<file path="config.mk">
export PLATFORM = sky130hd
export DESIGN_NAME = rtttl_melody_parser
export DESIGN_NICKNAME = d
export VERILOG_FILES = /design/src/rtl/core/rmp_pkg.sv /design/src/rtl/core/rtttl_melody_parser.sv /design/src/rtl/core/rmp_ctrl.sv /design/src/rtl/core/rmp_dpath.sv
export SDC_FILE = /design/constraint.sdc
export NUM_CORES = 1
export LEC_CHECK = 0
export ABC_CLOCK_PERIOD_IN_PS = 6200
export BUFFER_PORTS_ARGS = -buffer_cell sky130_fd_sc_hd__clkbuf_2
export CORE_MARGIN = 4
export CORE_UTILIZATION = 55
export DETAILED_ROUTE_END_ITERATION = 6
export PLACE_DENSITY = 0.77
export SETUP_SLACK_MARGIN = 0.3
export SYNTH_ARGS = -nofsm -noshare
export SYNTH_HDL_FRONTEND = slang
export SYNTH_SLANG_ARGS = --single-unit
</file>
<file path="constraint.sdc">
create_clock -name clock -period 6.2 [get_ports clock]
set_clock_uncertainty 0.05 [all_clocks]
set_input_delay 1.24 -clock clock [delete_from_list [all_inputs] [get_ports clock]]
set_output_delay 1.24 -clock clock [all_outputs]
set_load 0.05 [all_outputs]
</file>
<file path="src/rtl/core/rmp_pkg.sv">
// ----------------------------------------------------------------------------
// rmp_pkg: shared types and constants for the RTTTL melody parser
// Parse phases, controller states, the command/status structs between the
// controller and the datapath, and the note frequency table.
// ----------------------------------------------------------------------------
package rmp_pkg;

   // Register reset values and limits
   localparam logic [5:0] DEF_DURATION_RST = 6'd4;
   localparam logic [2:0] DEF_OCTAVE_RST   = 3'd6;
   localparam logic [9:0] DEF_TEMPO_RST    = 10'd63;
   localparam logic [9:0] FALLBACK_TEMPO   = 10'd63;
   localparam int         OCTAVE_OFFSET_DEF    = 0;
   localparam int         NOTE_TABLE_DEPTH_DEF = 49;
   localparam int         PITCH_ROM_DEPTH      = 49;

   // Register indexes
   localparam logic [1:0] REG_DURATION = 2'd0;
   localparam logic [1:0] REG_OCTAVE   = 2'd1;
   localparam logic [1:0] REG_TEMPO    = 2'd2;

   // Characters of interest
   localparam logic [7:0] CH_NUL   = 8'h00;
   localparam logic [7:0] CH_COLON = 8'h3A;
   localparam logic [7:0] CH_SHARP = 8'h23;
   localparam logic [7:0] CH_DOT   = 8'h2E;
   localparam logic [7:0] CH_COMMA = 8'h2C;
   localparam logic [7:0] CH_ZERO  = 8'h30;
   localparam logic [7:0] CH_NINE  = 8'h39;
   localparam logic [7:0] CH_THREE = 8'h33;
   localparam logic [7:0] CH_SEVEN = 8'h37;
   localparam logic [7:0] CH_LA    = 8'h61;
   localparam logic [7:0] CH_LB    = 8'h62;
   localparam logic [7:0] CH_LC    = 8'h63;
   localparam logic [7:0] CH_LD    = 8'h64;
   localparam logic [7:0] CH_LE    = 8'h65;
   localparam logic [7:0] CH_LF    = 8'h66;
   localparam logic [7:0] CH_LG    = 8'h67;
   localparam logic [7:0] CH_LO    = 8'h6F;

   // 60 s in ms, dividend of the whole-note time
   localparam logic [17:0] MINUTE_MS = 18'd60000;

   // Restoring divider: one quotient bit per cycle
   localparam int DIV_STEPS = 18;
   localparam int DIV_CNT_W = $clog2(DIV_STEPS + 1);

   typedef enum logic [15:0] {
      PH_NAME         = 16'h0001,
      PH_HDR_D        = 16'h0002,
      PH_D_SKIP       = 16'h0004,
      PH_D_NUM        = 16'h0008,
      PH_HDR_O        = 16'h0010,
      PH_O_SKIP       = 16'h0020,
      PH_O_DIGIT      = 16'h0040,
      PH_O_COMMA      = 16'h0080,
      PH_HDR_B        = 16'h0100,
      PH_B_SKIP       = 16'h0200,
      PH_B_NUM        = 16'h0400,
      PH_NOTE         = 16'h0800,
      PH_AFTER_LETTER = 16'h1000,
      PH_AFTER_SHARP  = 16'h2000,
      PH_AFTER_DOT    = 16'h4000,
      PH_AFTER_OCT    = 16'h8000
   } phase_type;

   typedef enum logic [2:0] {
      ST_IDLE = 3'b001,
      ST_DIV  = 3'b010,
      ST_FIN  = 3'b100
   } ctrl_state_type;

   // Controller to datapath
   typedef struct packed {
      logic accept;     // input transfer this cycle
      logic set_tempo;  // write divider quotient into whole-note time
      logic load_out;   // load result register
   } cmd_type;

   // Datapath to controller
   typedef struct packed {
      logic need_div;   // current byte starts a division
      logic is_emit;    // division in flight belongs to a note result
      logic div_done;   // divider idle / finished
      logic div_busy;   // divider iterating
   } status_type;

   // Note frequency table: pause, then C4..B7
   function automatic logic [11:0] pitch_hz(input logic [5:0] k);
      logic [11:0] f;
      case (k)
         6'd1:  f = 12'd262;  6'd2:  f = 12'd277;  6'd3:  f = 12'd294;
         6'd4:  f = 12'd311;  6'd5:  f = 12'd330;  6'd6:  f = 12'd349;
         6'd7:  f = 12'd370;  6'd8:  f = 12'd392;  6'd9:  f = 12'd415;
         6'd10: f = 12'd440;  6'd11: f = 12'd466;  6'd12: f = 12'd494;
         6'd13: f = 12'd523;  6'd14: f = 12'd554;  6'd15: f = 12'd587;
         6'd16: f = 12'd622;  6'd17: f = 12'd659;  6'd18: f = 12'd698;
         6'd19: f = 12'd740;  6'd20: f = 12'd784;  6'd21: f = 12'd831;
         6'd22: f = 12'd880;  6'd23: f = 12'd932;  6'd24: f = 12'd988;
         6'd25: f = 12'd1047; 6'd26: f = 12'd1109; 6'd27: f = 12'd1175;
         6'd28: f = 12'd1245; 6'd29: f = 12'd1319; 6'd30: f = 12'd1397;
         6'd31: f = 12'd1480; 6'd32: f = 12'd1568; 6'd33: f = 12'd1661;
         6'd34: f = 12'd1760; 6'd35: f = 12'd1865; 6'd36: f = 12'd1976;
         6'd37: f = 12'd2093; 6'd38: f = 12'd2217; 6'd39: f = 12'd2349;
         6'd40: f = 12'd2489; 6'd41: f = 12'd2637; 6'd42: f = 12'd2794;
         6'd43: f = 12'd2960; 6'd44: f = 12'd3136; 6'd45: f = 12'd3322;
         6'd46: f = 12'd3520; 6'd47: f = 12'd3729; 6'd48: f = 12'd3951;
         default: f = 12'd0;
      endcase
      return f;
   endfunction

endpackage

</file>
<file path="src/rtl/core/rtttl_melody_parser.sv">
// ----------------------------------------------------------------------------
// rtttl_melody_parser: RTTTL ringtone text to note stream
// Top level: control registers, controller and datapath.
// ----------------------------------------------------------------------------
// The block takes an RTTTL tune one byte per transfer and returns one note
// (semitone index, frequency, length in ms, octave error, end of tune) each
// time a note closes at a comma, a following note byte, or a zero byte.
// Bytes that close no note and set no tempo need no division. A byte that
// closes a note, the ':' that starts a tune and the byte that ends the b=
// field run the shared restoring divider, one quotient bit per cycle. The
// note or the new whole-note time lands in its register once the divider
// is done, and the next byte can be taken in the cycle after, so such a
// byte holds off the input until then. The result register lets the next
// byte be taken while a note waits on the result channel.
module rtttl_melody_parser #(
   parameter int OCTAVE_OFFSET    = rmp_pkg::OCTAVE_OFFSET_DEF,
   parameter int NOTE_TABLE_DEPTH = rmp_pkg::NOTE_TABLE_DEPTH_DEF
) (
   input  logic        clock,
   input  logic        reset,
   input  logic        req_valid,
   output logic        req_ready,
   input  logic [7:0]  req_tune_byte,
   output logic        rsp_valid,
   input  logic        rsp_ready,
   output logic [5:0]  rsp_semitone_index,
   output logic [11:0] rsp_frequency_hz,
   output logic [18:0] rsp_duration_ms,
   output logic        rsp_octave_error,
   output logic        rsp_end_of_tune,
   input  logic        csr_psel,
   input  logic        csr_penable,
   input  logic        csr_pwrite,
   input  logic [3:0]  csr_paddr,
   input  logic [31:0] csr_pwdata,
   output logic [31:0] csr_prdata,
   output logic        csr_pready
);
   import rmp_pkg::*;

   logic [5:0] dur_ff;
   logic [2:0] oct_ff;
   logic [9:0] tempo_ff;
   logic       csr_wr;
   logic [1:0] csr_idx;
   cmd_type    cmd;
   status_type st;

   // control registers
   assign csr_pready = 1'b1;
   assign csr_wr     = csr_psel && csr_penable && csr_pwrite;
   assign csr_idx    = csr_paddr[3:2];

   always_ff @(posedge clock) begin
      if (reset) begin
         dur_ff   <= DEF_DURATION_RST;
         oct_ff   <= DEF_OCTAVE_RST;
         tempo_ff <= DEF_TEMPO_RST;
      end else if (csr_wr) begin
         unique case (csr_idx)
            REG_DURATION: dur_ff   <= csr_pwdata[5:0];
            REG_OCTAVE:   oct_ff   <= csr_pwdata[2:0];
            REG_TEMPO:    tempo_ff <= csr_pwdata[9:0];
            default: ;
         endcase
      end
   end

   // register readback
   always_comb begin
      unique case (csr_idx)
         REG_DURATION: csr_prdata = 32'(dur_ff);
         REG_OCTAVE:   csr_prdata = 32'(oct_ff);
         REG_TEMPO:    csr_prdata = 32'(tempo_ff);
         default:      csr_prdata = '0;
      endcase
   end

   rmp_ctrl u_ctrl (
      .clock     (clock),
      .reset     (reset),
      .req_valid (req_valid),
      .req_ready (req_ready),
      .rsp_valid (rsp_valid),
      .rsp_ready (rsp_ready),
      .st        (st),
      .cmd       (cmd)
   );

   rmp_dpath #(
      .OCTAVE_OFFSET    (OCTAVE_OFFSET),
      .NOTE_TABLE_DEPTH (NOTE_TABLE_DEPTH)
   ) u_dpath (
      .clock              (clock),
      .reset              (reset),
      .cmd                (cmd),
      .st                 (st),
      .cfg_duration       (dur_ff),
      .cfg_octave         (oct_ff),
      .cfg_tempo          (tempo_ff),
      .req_tune_byte      (req_tune_byte),
      .rsp_semitone_index (rsp_semitone_index),
      .rsp_frequency_hz   (rsp_frequency_hz),
      .rsp_duration_ms    (rsp_duration_ms),
      .rsp_octave_error   (rsp_octave_error),
      .rsp_end_of_tune    (rsp_end_of_tune)
   );

   // no byte is taken while the divider iterates
   a_busy_no_accept: assert property (@(posedge clock) disable iff (reset)
      st.div_busy |-> !req_ready)
      else $error("byte accepted during division");

   // a division only starts from an input transfer
   a_div_from_accept: assert property (@(posedge clock) disable iff (reset)
      $rose(st.div_busy) |-> $past(req_valid && req_ready))
      else $error("division started without a transfer");

   // out-of-table notes come out as a silent pause
   a_err_is_pause: assert property (@(posedge clock) disable iff (reset)
      (rsp_valid && rsp_octave_error) |->
         (rsp_semitone_index == 6'd0 && rsp_frequency_hz == 12'd0))
      else $error("octave error with nonzero pitch");

   // a pause never carries a frequency
   a_pause_silent: assert property (@(posedge clock) disable iff (reset)
      (rsp_valid && rsp_semitone_index == 6'd0) |-> (rsp_frequency_hz == 12'd0))
      else $error("pause with nonzero frequency");

endmodule

</file>
<file path="src/rtl/core/rmp_ctrl.sv">
// ----------------------------------------------------------------------------
// rmp_ctrl: sequencing controller
// Accepts bytes, waits out divisions, and owns the result valid flag.
// ----------------------------------------------------------------------------
module rmp_ctrl (
   input  logic                clock,
   input  logic                reset,
   input  logic                req_valid,
   output logic                req_ready,
   output logic                rsp_valid,
   input  logic                rsp_ready,
   input  rmp_pkg::status_type st,
   output rmp_pkg::cmd_type    cmd
);
   import rmp_pkg::*;

   ctrl_state_type state_ff, state_in;
   logic           rsp_valid_ff, rsp_valid_in;

   // next state and commands
   always_comb begin
      state_in  = state_ff;
      cmd       = '0;
      req_ready = 1'b0;
      unique case (state_ff)
         ST_IDLE: begin
            req_ready = 1'b1;
            if (req_valid) begin
               cmd.accept = 1'b1;
               if (st.need_div) begin
                  state_in = ST_DIV;
               end
            end
         end
         ST_DIV: begin
            if (st.div_done) begin
               state_in = ST_FIN;
            end
         end
         ST_FIN: begin
            if (!st.is_emit) begin
               cmd.set_tempo = 1'b1;
               state_in      = ST_IDLE;
            end else if (!rsp_valid_ff || rsp_ready) begin
               cmd.load_out = 1'b1;
               state_in     = ST_IDLE;
            end
         end
         default: state_in = ST_IDLE;
      endcase
   end

   // result valid flag
   always_comb begin
      if (cmd.load_out) begin
         rsp_valid_in = 1'b1;
      end else if (rsp_ready) begin
         rsp_valid_in = 1'b0;
      end else begin
         rsp_valid_in = rsp_valid_ff;
      end
   end

   always_ff @(posedge clock) begin
      if (reset) begin
         state_ff     <= ST_IDLE;
         rsp_valid_ff <= 1'b0;
      end else begin
         state_ff     <= state_in;
         rsp_valid_ff <= rsp_valid_in;
      end
   end

   assign rsp_valid = rsp_valid_ff;

endmodule

</file>
<file path="src/rtl/core/rmp_dpath.sv">
// ----------------------------------------------------------------------------
// rmp_dpath: parser datapath
// Byte decoder and parse registers, note index lookup, shared iterative
// divider, and the result register.
// ----------------------------------------------------------------------------
module rmp_dpath #(
   parameter int OCTAVE_OFFSET    = rmp_pkg::OCTAVE_OFFSET_DEF,
   parameter int NOTE_TABLE_DEPTH = rmp_pkg::NOTE_TABLE_DEPTH_DEF
) (
   input  logic                clock,
   input  logic                reset,
   input  rmp_pkg::cmd_type    cmd,
   output rmp_pkg::status_type st,
   input  logic [5:0]          cfg_duration,
   input  logic [2:0]          cfg_octave,
   input  logic [9:0]          cfg_tempo,
   input  logic [7:0]          req_tune_byte,
   output logic [5:0]          rsp_semitone_index,
   output logic [11:0]         rsp_frequency_hz,
   output logic [18:0]         rsp_duration_ms,
   output logic                rsp_octave_error,
   output logic                rsp_end_of_tune
);
   import rmp_pkg::*;

   // parse state
   phase_type   phase_ff, phase_in;
   logic [15:0] acc_ff, acc_in;
   logic [5:0]  tdur_ff, tdur_in;
   logic [2:0]  toct_ff, toct_in;
   logic [17:0] whole_ff, whole_in;
   logic [3:0]  code_ff, code_in;
   logic        dot_ff, dot_in;
   logic [3:0]  poct_ff, poct_in;
   logic        pend_ff, pend_in;

   // byte decode
   logic [7:0]  c;
   logic        c_digit;
   logic        ft_o, ft_b, ft_note, ft_sharp, ft_dot, ft_oct;
   logic        emit_c, end_c, tempo_c;
   logic [15:0] tempo_bpm, bpm_r;
   logic [3:0]  letter_code;

   // emit snapshot
   logic [15:0] note_div;
   logic [4:0]  scale;
   logic [7:0]  k;
   logic        k_ok;
   logic        emit_ff, end_ff, spend_ff, sdot_ff, serr_ff;
   logic [5:0]  sidx_ff;
   logic [11:0] sfreq_ff;

   // divider
   logic [15:0]          dvs_ff;
   logic [15:0]          rem_ff;
   logic [17:0]          dvd_ff;
   logic [17:0]          quo_ff;
   logic [DIV_CNT_W-1:0] cnt_ff;
   logic [15:0]          dvs_c;
   logic [17:0]          dvd_c;
   logic [16:0]          rem_sh;
   logic                 q_bit;
   logic [18:0]          dur_c;

   // result register
   logic [5:0]  out_idx_ff;
   logic [11:0] out_freq_ff;
   logic [18:0] out_dur_ff;
   logic        out_err_ff, out_end_ff;

   function automatic logic [15:0] acc_push(input logic [15:0] a, input logic [3:0] d);
      logic [19:0] v;
      v = (20'(a) << 3) + (20'(a) << 1) + 20'(d);
      return (v > 20'hFFFF) ? 16'hFFFF : v[15:0];
   endfunction

   assign c       = req_tune_byte;
   assign c_digit = (c >= CH_ZERO) && (c <= CH_NINE);

   // note letter to semitone code
   always_comb begin
      case (c)
         CH_LC:   letter_code = 4'd1;
         CH_LD:   letter_code = 4'd3;
         CH_LE:   letter_code = 4'd5;
         CH_LF:   letter_code = 4'd6;
         CH_LG:   letter_code = 4'd8;
         CH_LA:   letter_code = 4'd10;
         CH_LB:   letter_code = 4'd12;
         default: letter_code = 4'd0;
      endcase
   end

   // parse step for one byte; header and note fields fall through in order
   always_comb begin
      phase_in  = phase_ff;
      acc_in    = acc_ff;
      tdur_in   = tdur_ff;
      toct_in   = toct_ff;
      code_in   = code_ff;
      dot_in    = dot_ff;
      poct_in   = poct_ff;
      pend_in   = pend_ff;
      ft_o      = 1'b0;
      ft_b      = 1'b0;
      ft_note   = 1'b0;
      ft_sharp  = 1'b0;
      ft_dot    = 1'b0;
      ft_oct    = 1'b0;
      emit_c    = 1'b0;
      end_c     = 1'b0;
      tempo_c   = 1'b0;
      tempo_bpm = acc_ff;
      if (c == CH_NUL) begin
         emit_c   = 1'b1;
         end_c    = 1'b1;
         acc_in   = '0;
         code_in  = '0;
         dot_in   = 1'b0;
         poct_in  = '0;
         pend_in  = 1'b0;
         phase_in = PH_NAME;
      end else begin
         unique case (phase_ff)
            PH_NAME: begin
               if (c == CH_COLON) begin
                  tdur_in   = cfg_duration;
                  toct_in   = cfg_octave;
                  tempo_c   = 1'b1;
                  tempo_bpm = 16'(cfg_tempo);
                  acc_in    = '0;
                  code_in   = '0;
                  dot_in    = 1'b0;
                  poct_in   = '0;
                  pend_in   = 1'b0;
                  phase_in  = PH_HDR_D;
               end
            end
            PH_D_SKIP: phase_in = PH_D_NUM;
            PH_D_NUM: begin
               if (c_digit) begin
                  acc_in = acc_push(acc_ff, c[3:0]);
               end else begin
                  if (acc_ff != 16'd0) begin
                     tdur_in = (acc_ff > 16'd63) ? 6'd63 : acc_ff[5:0];
                  end
                  acc_in   = '0;
                  phase_in = PH_HDR_O;
               end
            end
            PH_O_SKIP: phase_in = PH_O_DIGIT;
            PH_O_DIGIT: begin
               if ((c >= CH_THREE) && (c <= CH_SEVEN)) begin
                  toct_in = c[2:0];
               end
               phase_in = PH_O_COMMA;
            end
            PH_O_COMMA: phase_in = PH_HDR_B;
            PH_B_SKIP:  phase_in = PH_B_NUM;
            PH_B_NUM: begin
               if (c_digit) begin
                  acc_in = acc_push(acc_ff, c[3:0]);
               end else begin
                  tempo_c   = 1'b1;
                  tempo_bpm = acc_ff;
                  acc_in    = '0;
                  phase_in  = PH_NOTE;
               end
            end
            PH_HDR_D: begin
               if (c == CH_LD) begin
                  phase_in = PH_D_SKIP;
               end else begin
                  ft_o = 1'b1;
               end
            end
            PH_HDR_O:        ft_o     = 1'b1;
            PH_HDR_B:        ft_b     = 1'b1;
            PH_NOTE:         ft_note  = 1'b1;
            PH_AFTER_LETTER: ft_sharp = 1'b1;
            PH_AFTER_SHARP:  ft_dot   = 1'b1;
            PH_AFTER_DOT:    ft_oct   = 1'b1;
            PH_AFTER_OCT:    emit_c   = 1'b1;
            default: ;
         endcase
         if (ft_o) begin
            if (c == CH_LO) begin
               phase_in = PH_O_SKIP;
            end else begin
               ft_b = 1'b1;
            end
         end
         if (ft_b) begin
            if (c == CH_LB) begin
               phase_in = PH_B_SKIP;
            end else begin
               ft_note = 1'b1;
            end
         end
         if (ft_sharp) begin
            if (c == CH_SHARP) begin
               code_in  = code_ff + 4'd1;
               phase_in = PH_AFTER_SHARP;
            end else begin
               ft_dot = 1'b1;
            end
         end
         if (ft_dot) begin
            if (c == CH_DOT) begin
               dot_in   = 1'b1;
               phase_in = PH_AFTER_DOT;
            end else begin
               ft_oct = 1'b1;
            end
         end
         if (ft_oct) begin
            if (c_digit) begin
               poct_in  = c[3:0] + 4'd1;
               phase_in = PH_AFTER_OCT;
            end else begin
               emit_c = 1'b1;
            end
         end
         // note ends: clear it, then the byte starts the next note unless a comma
         if (emit_c) begin
            acc_in   = '0;
            code_in  = '0;
            dot_in   = 1'b0;
            poct_in  = '0;
            pend_in  = 1'b0;
            phase_in = PH_NOTE;
            if (c != CH_COMMA) begin
               ft_note = 1'b1;
            end
         end
         if (ft_note) begin
            if (c_digit) begin
               acc_in   = acc_push(acc_in, c[3:0]);
               phase_in = PH_NOTE;
            end else begin
               code_in  = letter_code;
               pend_in  = 1'b1;
               phase_in = PH_AFTER_LETTER;
            end
         end
      end
   end

   // tempo fallback chain: header value, then register, then fixed
   always_comb begin
      if (tempo_bpm != 16'd0) begin
         bpm_r = tempo_bpm;
      end else if (cfg_tempo != 10'd0) begin
         bpm_r = 16'(cfg_tempo);
      end else begin
         bpm_r = 16'(FALLBACK_TEMPO);
      end
   end

   // note length divisor and table index of the note being closed
   always_comb begin
      if (acc_ff != 16'd0) begin
         note_div = acc_ff;
      end else if (tdur_ff != 6'd0) begin
         note_div = 16'(tdur_ff);
      end else begin
         note_div = 16'd1;
      end
      scale = ((poct_ff != 4'd0) ? 5'(poct_ff - 4'd1) : 5'(toct_ff)) + 5'(OCTAVE_OFFSET);
      k     = 8'(5'(scale - 5'd4) * 8'd12) + 8'(code_ff);
      k_ok  = (scale >= 5'd4) && (32'(k) < NOTE_TABLE_DEPTH) && (32'(k) < PITCH_ROM_DEPTH);
   end

   assign dvs_c = tempo_c ? bpm_r : note_div;
   assign dvd_c = tempo_c ? MINUTE_MS : whole_ff;

   // one restoring step
   assign rem_sh = {rem_ff, dvd_ff[17]};
   assign q_bit  = (rem_sh >= {1'b0, dvs_ff});

   assign dur_c  = spend_ff ? (19'(quo_ff) + (sdot_ff ? 19'(quo_ff >> 1) : 19'd0)) : 19'd0;

   assign whole_in = cmd.set_tempo ? {quo_ff[15:0], 2'b00} : whole_ff;

   always_ff @(posedge clock) begin
      if (reset) begin
         phase_ff <= PH_NAME;
         acc_ff   <= '0;
         tdur_ff  <= DEF_DURATION_RST;
         toct_ff  <= DEF_OCTAVE_RST;
         whole_ff <= '0;
         code_ff  <= '0;
         dot_ff   <= 1'b0;
         poct_ff  <= '0;
         pend_ff  <= 1'b0;
         cnt_ff   <= '0;
         emit_ff  <= 1'b0;
      end else begin
         whole_ff <= whole_in;
         if (cmd.accept) begin
            phase_ff <= phase_in;
            acc_ff   <= acc_in;
            tdur_ff  <= tdur_in;
            toct_ff  <= toct_in;
            code_ff  <= code_in;
            dot_ff   <= dot_in;
            poct_ff  <= poct_in;
            pend_ff  <= pend_in;
            emit_ff  <= emit_c;
         end
         if (cmd.accept && (emit_c || tempo_c)) begin
            cnt_ff <= DIV_CNT_W'(DIV_STEPS);
         end else if (cnt_ff != '0) begin
            cnt_ff <= cnt_ff - 1'b1;
         end
      end
   end

   // snapshot of the closing note and divider datapath
   always_ff @(posedge clock) begin
      if (cmd.accept) begin
         end_ff   <= end_c;
         spend_ff <= pend_ff;
         sdot_ff  <= dot_ff;
         sidx_ff  <= (code_ff != 4'd0 && k_ok) ? k[5:0] : 6'd0;
         sfreq_ff <= (code_ff != 4'd0 && k_ok) ? pitch_hz(k[5:0]) : 12'd0;
         serr_ff  <= pend_ff && (code_ff != 4'd0) && !k_ok;
         dvs_ff   <= dvs_c;
         dvd_ff   <= dvd_c;
         rem_ff   <= '0;
         quo_ff   <= '0;
      end else if (cnt_ff != '0) begin
         rem_ff <= q_bit ? 16'(rem_sh - {1'b0, dvs_ff}) : rem_sh[15:0];
         quo_ff <= {quo_ff[16:0], q_bit};
         dvd_ff <= {dvd_ff[16:0], 1'b0};
      end
      if (cmd.load_out) begin
         out_idx_ff  <= sidx_ff;
         out_freq_ff <= sfreq_ff;
         out_dur_ff  <= dur_c;
         out_err_ff  <= serr_ff;
         out_end_ff  <= end_ff;
      end
   end

   assign st.need_div = emit_c || tempo_c;
   assign st.is_emit  = emit_ff;
   assign st.div_done = (cnt_ff == '0);
   assign st.div_busy = (cnt_ff != '0);

   assign rsp_semitone_index = out_idx_ff;
   assign rsp_frequency_hz   = out_freq_ff;
   assign rsp_duration_ms    = out_dur_ff;
   assign rsp_octave_error   = out_err_ff;
   assign rsp_end_of_tune    = out_end_ff;

endmodule
</file>
After elaboration in Yosys (flattened, before gate mapping)
Memories as Yosys holds them, arrays and structs flattened. A register that Yosys moved wholly into a read port is not among the register bits.
Index checks and enable logic that the tools add are counted.
- input bits: 51
- memory bits (read-only): 768
- output and inout bits: 74
- register bits after elaboration: 213
- word-level logic and storage cells: 265
- memories kept: 1
- equality and inequality tests: 41
- bitwise logic cells: 1
- order comparisons: 10
- multipliers: 1
- reductions and logical operators: 38
- muxes and demuxes: 130
- add/sub/neg operators: 12
- memories (memory ; depth ; width ; rd ports ; clocked after memory_dff ; write ports ; RTL line ; RTL):
    (no name shown) ; 64 ; 12 ; 1 ; 1 ; 0 ; rmp_pkg.sv:91 ; case (k)
- operators by type and width (kind ; number):
    2-to-1 mux 16 bit ; 34
    case mux 16 bit (9 select lines) ; 1
    equality test 8 x 7 -> 1 bit, second input constant ; 8
    2-to-1 mux 4 bit ; 14
    2-to-1 mux 18 bit ; 3
    2-to-1 mux 1 bit ; 51
    adder 19 x 17 -> 20 bit ; 2
    adder 20 x 4 -> 20 bit ; 2
    greater-than comparator 20 x 16 -> 1 bit, second input constant ; 2
    case mux 16 bit (2 select lines) ; 1
    nonzero test 16 bit ; 2
    2-to-1 mux 6 bit ; 5
    case mux 10 bit (3 select lines) ; 1
    case mux 4 bit (7 select lines) ; 1
    equality test 8 x 6 -> 1 bit, second input constant ; 3
    2-to-1 mux 3 bit ; 7
    adder 18 x 19 -> 19 bit ; 1
    greater-or-equal comparator 17 x 16 -> 1 bit ; 1
    2-to-1 mux 17 bit ; 1
    equality test 16 x 1 -> 1 bit, second input constant ; 1
    equality test 16 x 10 -> 1 bit, second input constant ; 1
    equality test 16 x 11 -> 1 bit, second input constant ; 1
    equality test 16 x 12 -> 1 bit, second input constant ; 1
    equality test 16 x 13 -> 1 bit, second input constant ; 1
    57 further kinds ; 88

Logic depth before layout (Yosys ltp)
- depth after elaboration: 18
- depth in mapped cells: 26
- gate-level depth less buffers: 24

Modules after synthesis
Synthesis repeated with hierarchy kept, for this count alone.
- cells, all modules: 1794
- area total of the unflattened synthesis: 15667.5 um2
- by module, submodules not included (module ; seq. area each (um2) ; area an instance (um2) ; instances ; cells each):
    rmp_dpath ; 4934.7 ; 14311.2 ; 1 ; 1643
    rtttl_melody_parser ; 380.4 ; 1142.3 ; 1 ; 128
    rmp_ctrl ; 80.1 ; 214.0 ; 1 ; 23

Least setup slack after synthesis
No wires, ideal clock.
- path kind: in2reg
- from: input port req_tune_byte[3]
- to: register u_dpath.acc_ff[4]
- library setup time: 0.126 ns
- buffers on the path: 2
- data required time: 6.024 ns
- stages on the path: 23
- arrival: 6.458 ns
- path slack: -0.434 ns
- cell sequence: fa_1 fa_1 a21oi_1 o211ai_1 a211oi_1 mux2_2 o211ai_1 nor2_1 clkbuf_1 o31ai_1 nor2b_1 fa_1 fa_1 a211oi_1 o21ai_0 nand4_1 a31oi_1 mux2i_1 o41ai_1 nand2_1 nor2_2 buf_2 a21oi_1
- longest elaborated chain between the ends: 17
- elaborated cells between the ends (all ways): 46
- classes of those cells: add/sub (3); order compare (4); eq/ne (7); mux (30); reduce/logical (2)
- ends and longest elaborated chain (what ; RTL line ; RTL):
    from (decl) ; rtttl_melody_parser.sv:23 ; input logic [7:0] req_tune_byte,
    parallel branches: the longest is 16 deep, another holds adder 20 x 4 -> 20 bit ; - ;
    2-to-1 mux 16 bit * ; rmp_dpath.sv:115 ; if (c == CH_NUL) begin
    to (signal assigned) ; rmp_dpath.sv:303 ; acc_ff <= acc_in;
    to (decl) ; rmp_dpath.sv:28 ; logic [15:0] acc_ff, acc_in;
Mark *: on every way between the ends. The select of a mux whose other input is x is not followed.
A chain may end at the register's enable or synchronous reset.

Final worst setup path
- from: input port req_tune_byte[3]
- to: register u_dpath.acc_ff[11]
Same word-level chain as after synthesis.

==> out/qor.csv <==
metric;value;unit
outcome;finished clean;
dieArea;30500;µm²
chipWidth;175;µm
cp-end-kind;flop;
start_util;56.3;%
ys_seq_elements;223;
slowest_delay;0.49;ns
path_clk_slew;0.06;ns
fin_util;64.2;%
cts_tree;built;
critPathArrivalTime;6.28;ns
place_congestion;0.934;
cpMaxStageDelayCell;fa_2;
num_rows;60;
grt_use_total;24.8;%
ys_seq_area_share;35.4;%
path_max_fanout;8;
dr.pass1.iters;5;
yosysTopAreaCellShare;18.3;%
critPathLaunchType;input pin;
synth_edf_count;93;
yosysUniqueCellTypes;90;
drive_above_1_share;14.4;%
ios;125;
tns;0;ns
worst_skew_pair.late_latency;0.54;ns
synth.cell_area;15300;µm²
power_density;247;nW/µm²
synth_top_area_cell;edfxtp_1;
crit_path_cell_trace;buf_8, fa_2, fa_2, a21oi_4, o211ai_1, a211oi_2, mux2_4, o211ai_1, nor2_1, buf_4, o31ai_4, nor2b_4, fa_2, fa_2, a211oi_2, o21ai_1, nand4_1, a31oi_2, mux2i_1, o41ai_2, nand2_1, nor2_4, clkbuf_16, a21oi_1;
dr_total_vias;13700;
ir_drop;0.196;mV
fmax;169;MHz
fin_area;17400;µm²
dpl_cell_area;16300;µm²
worst_slew_pin_slew;1.24;ns
core;27100;µm²
maxCapViolCount;0;
drc;0;
final-max-slew-violation-count;0;
rsz0062_at_grt;yes;
cp_top_family;adder cells;
grt_max_degree;86;
avgSynthCellArea;8.57;µm²
drtAntennaViolNets;0;
yosys_warnings;0;
h-tree-depth;1;
period_minus_slack;5.91;ns
critPathBufInv;3;
grt_pass1_wl;64800;µm
gr-total-overflow;0;
clockRootBuffer;clkbuf_16;
drt-total-wl;39100;µm
finalSetupViolCount;0;
ys.flop_type;dfxtp_1;
crit_path_frequent_cell;fa_2;
area_delta_synth_final;14.0;%
final_nets;2045;
die_h;175;µm
first_global_vias;13200;
port_buffers;77;
path_class;in -> reg;
finalPower;4.29;mW
hold_violations;0;
min_period_over_period;95.4;%
async_flop_share;0;%
n_antenna_cell;0;
first_iter_violations;1428;
clock_sink_count;223;
synth_cells;1779;
crit_required;6.57;ns
cts_buffer_depth;3;
cts_buffers;25;
wl_per_cell;17.3;µm
max_slew_margin;16.7;%
min_path_type;reg -> reg;
hpwlAfterDp;28000;µm
routed_via_density;6.05;
p_leak;7.31;nW
synth_area_leaders;edfxtp_1, dfxtp_1, ha_1;
grt_antenna_before_repair;0;
filler_cell_count;2173;
-- timing repair --
item                       in CTS  in global routing
pin swaps                       8                 17
buffers inserted                1                  3
hold buffers                    0                  0
gates resized for setup         4                 25
cloned                          0                  1
setup endpoints to repair      16                 16
-- per-layer routing --
layer | up-vias | routed length (µm) | GRT usage [%]
li1 | 6647 | - | -
met1 | 6472 | 16800 | 33.3
met2 | 487 | 18900 | 42.0
met3 | 73 | 2530 | 3.35
met4 | 0 | 859 | 7.14
met5 | - | 0 | 0
-- synthesized netlist by cell type (9+ instances only) --
| master | instances |
|---|---|
| o21ai_0 | 110 |
| nand2b_1 | 20 |
| a211oi_1 | 22 |
| dfxtp_1 | 130 |
| nand3_1 | 44 |
| a22oi_1 | 29 |
| nand2_1 | 204 |
| xor2_1 | 19 |
| a21o_1 | 25 |
| a31oi_1 | 19 |
| or3_1 | 14 |
| ha_1 | 116 |
| a21oi_1 | 171 |
| nor2b_1 | 19 |
| and3_1 | 10 |
| inv_1 | 52 |
| and2_1 | 47 |
| nand4_1 | 16 |
| nor2_1 | 171 |
| buf_2 | 9 |
| edfxtp_1 | 93 |
| clkbuf_1 | 64 |
| xnor2_1 | 39 |
| nor3_1 | 43 |
| buf_1 | 10 |
| mux2i_1 | 51 |
| buf_4 | 24 |
-- kinds of logic (layout without fill, tap and decap cells) --
| group | Yosys count | count (layout) | synth area share (%) |
|---|---|---|---|
| simple gates | 661 | 661 | 21.5 |
| compound gates | 489 | 489 | 20.3 |
| flops | 223 | 223 | 35.4 |
| buf+inv | 163 | 252 | 4.78 |
| fa+ha+maj | 124 | 124 | 10.6 |
| xor+xnor | 59 | 59 | 3.48 |
| mux | 58 | 58 | 3.94 |
| other cells | 2 | 23 | 0.0492 |
-- cell type report --
class                   instances  area [µm²]  area share (%)
clock buffers                  34         701            4.03
repair buffers                153        1000            5.76
multi-input cells            1414        9440            54.3
well taps                     372         465            2.68
flip-flops and latches        223        5400            31.0
clock inverters                12         190            1.09
inverters                      53         199            1.14
-- cell usage in the layout, fill, tap and decap left out, types with 7 or more instances in the layout --
cell type	count
and3_1	10
clkbuf_2	75
nand4_1	16
inv_1	51
a22o_1	7
a22oi_1	29
conb_1	23
o21ai_1	7
a211oi_1	18
a21o_1	25
mux2i_1	51
nand2_1	204
nor2_1	169
nand2b_1	20
xnor2_1	39
buf_4	74
nor3_1	42
dfxtp_1	130
xor2_1	19
ha_1	108
a221oi_2	8
edfxtp_1	93
or3_1	13
o21a_1	7
o21ai_0	104
nor2b_1	18
and4_1	8
a21oi_1	167
clkbuf_16	27
nand3_1	43
a31oi_1	18
o211ai_1	8
or2_2	7
and2_1	47
nor4_1	8
-- report_power, final --
group	switching (mW)	internal, mW
Sequential	0.0717	1.66
Combinational	0.606	0.357
Clock	0.625	0.970
-- through the flow --
step | std cells | hold WS (ns) | setup WS [ns]
after floorplan | 1800 | 0.350 | 0.199
after global placement | 2210 | 0.353 | -0.221
after detailed placement | 2210 | 0.355 | -0.286
after CTS | 2257 | 0.369 | 0.303
after global routing | 2261 | 0.375 | 0.0635
final | 2261 | 0.368 | 0.286
-- state kept, by name, indices dropped and copies added (netlist names), 3 cells and up --
signal,count
u_dpath.phase_ff,16
oct_ff,3
u_dpath.dvs_ff,16
u_dpath.dvd_ff,16
u_dpath.cnt_ff,5
dur_ff,6
u_dpath.code_ff,4
u_dpath.whole_ff,16
u_dpath.poct_ff,4
u_dpath.sfreq_ff,12
u_dpath.rem_ff,16
u_dpath.acc_ff,16
u_dpath.quo_ff,18
u_dpath.sidx_ff,6
u_dpath.tdur_ff,6
u_dpath.toct_ff,3
u_ctrl.state_ff,3
tempo_ff,10
u_dpath.rsp_frequency_hz,12
u_dpath.rsp_duration_ms,19
u_dpath.rsp_semitone_index,6
-- final timing paths --
check                      from                             to  slack, ns  cells past startpoint
max reg2reg   u_dpath.acc_ff[0]             u_dpath.acc_ff[11]       0.32                     23
min reg2reg  u_dpath.sidx_ff[4]  u_dpath.rsp_semitone_index[4]       0.37                      0
min          u_dpath.sidx_ff[4]  u_dpath.rsp_semitone_index[4]       0.37                      0
max            req_tune_byte[3]             u_dpath.acc_ff[11]       0.29                     24
No activity file was read; power rests on OpenSTA's default activity.
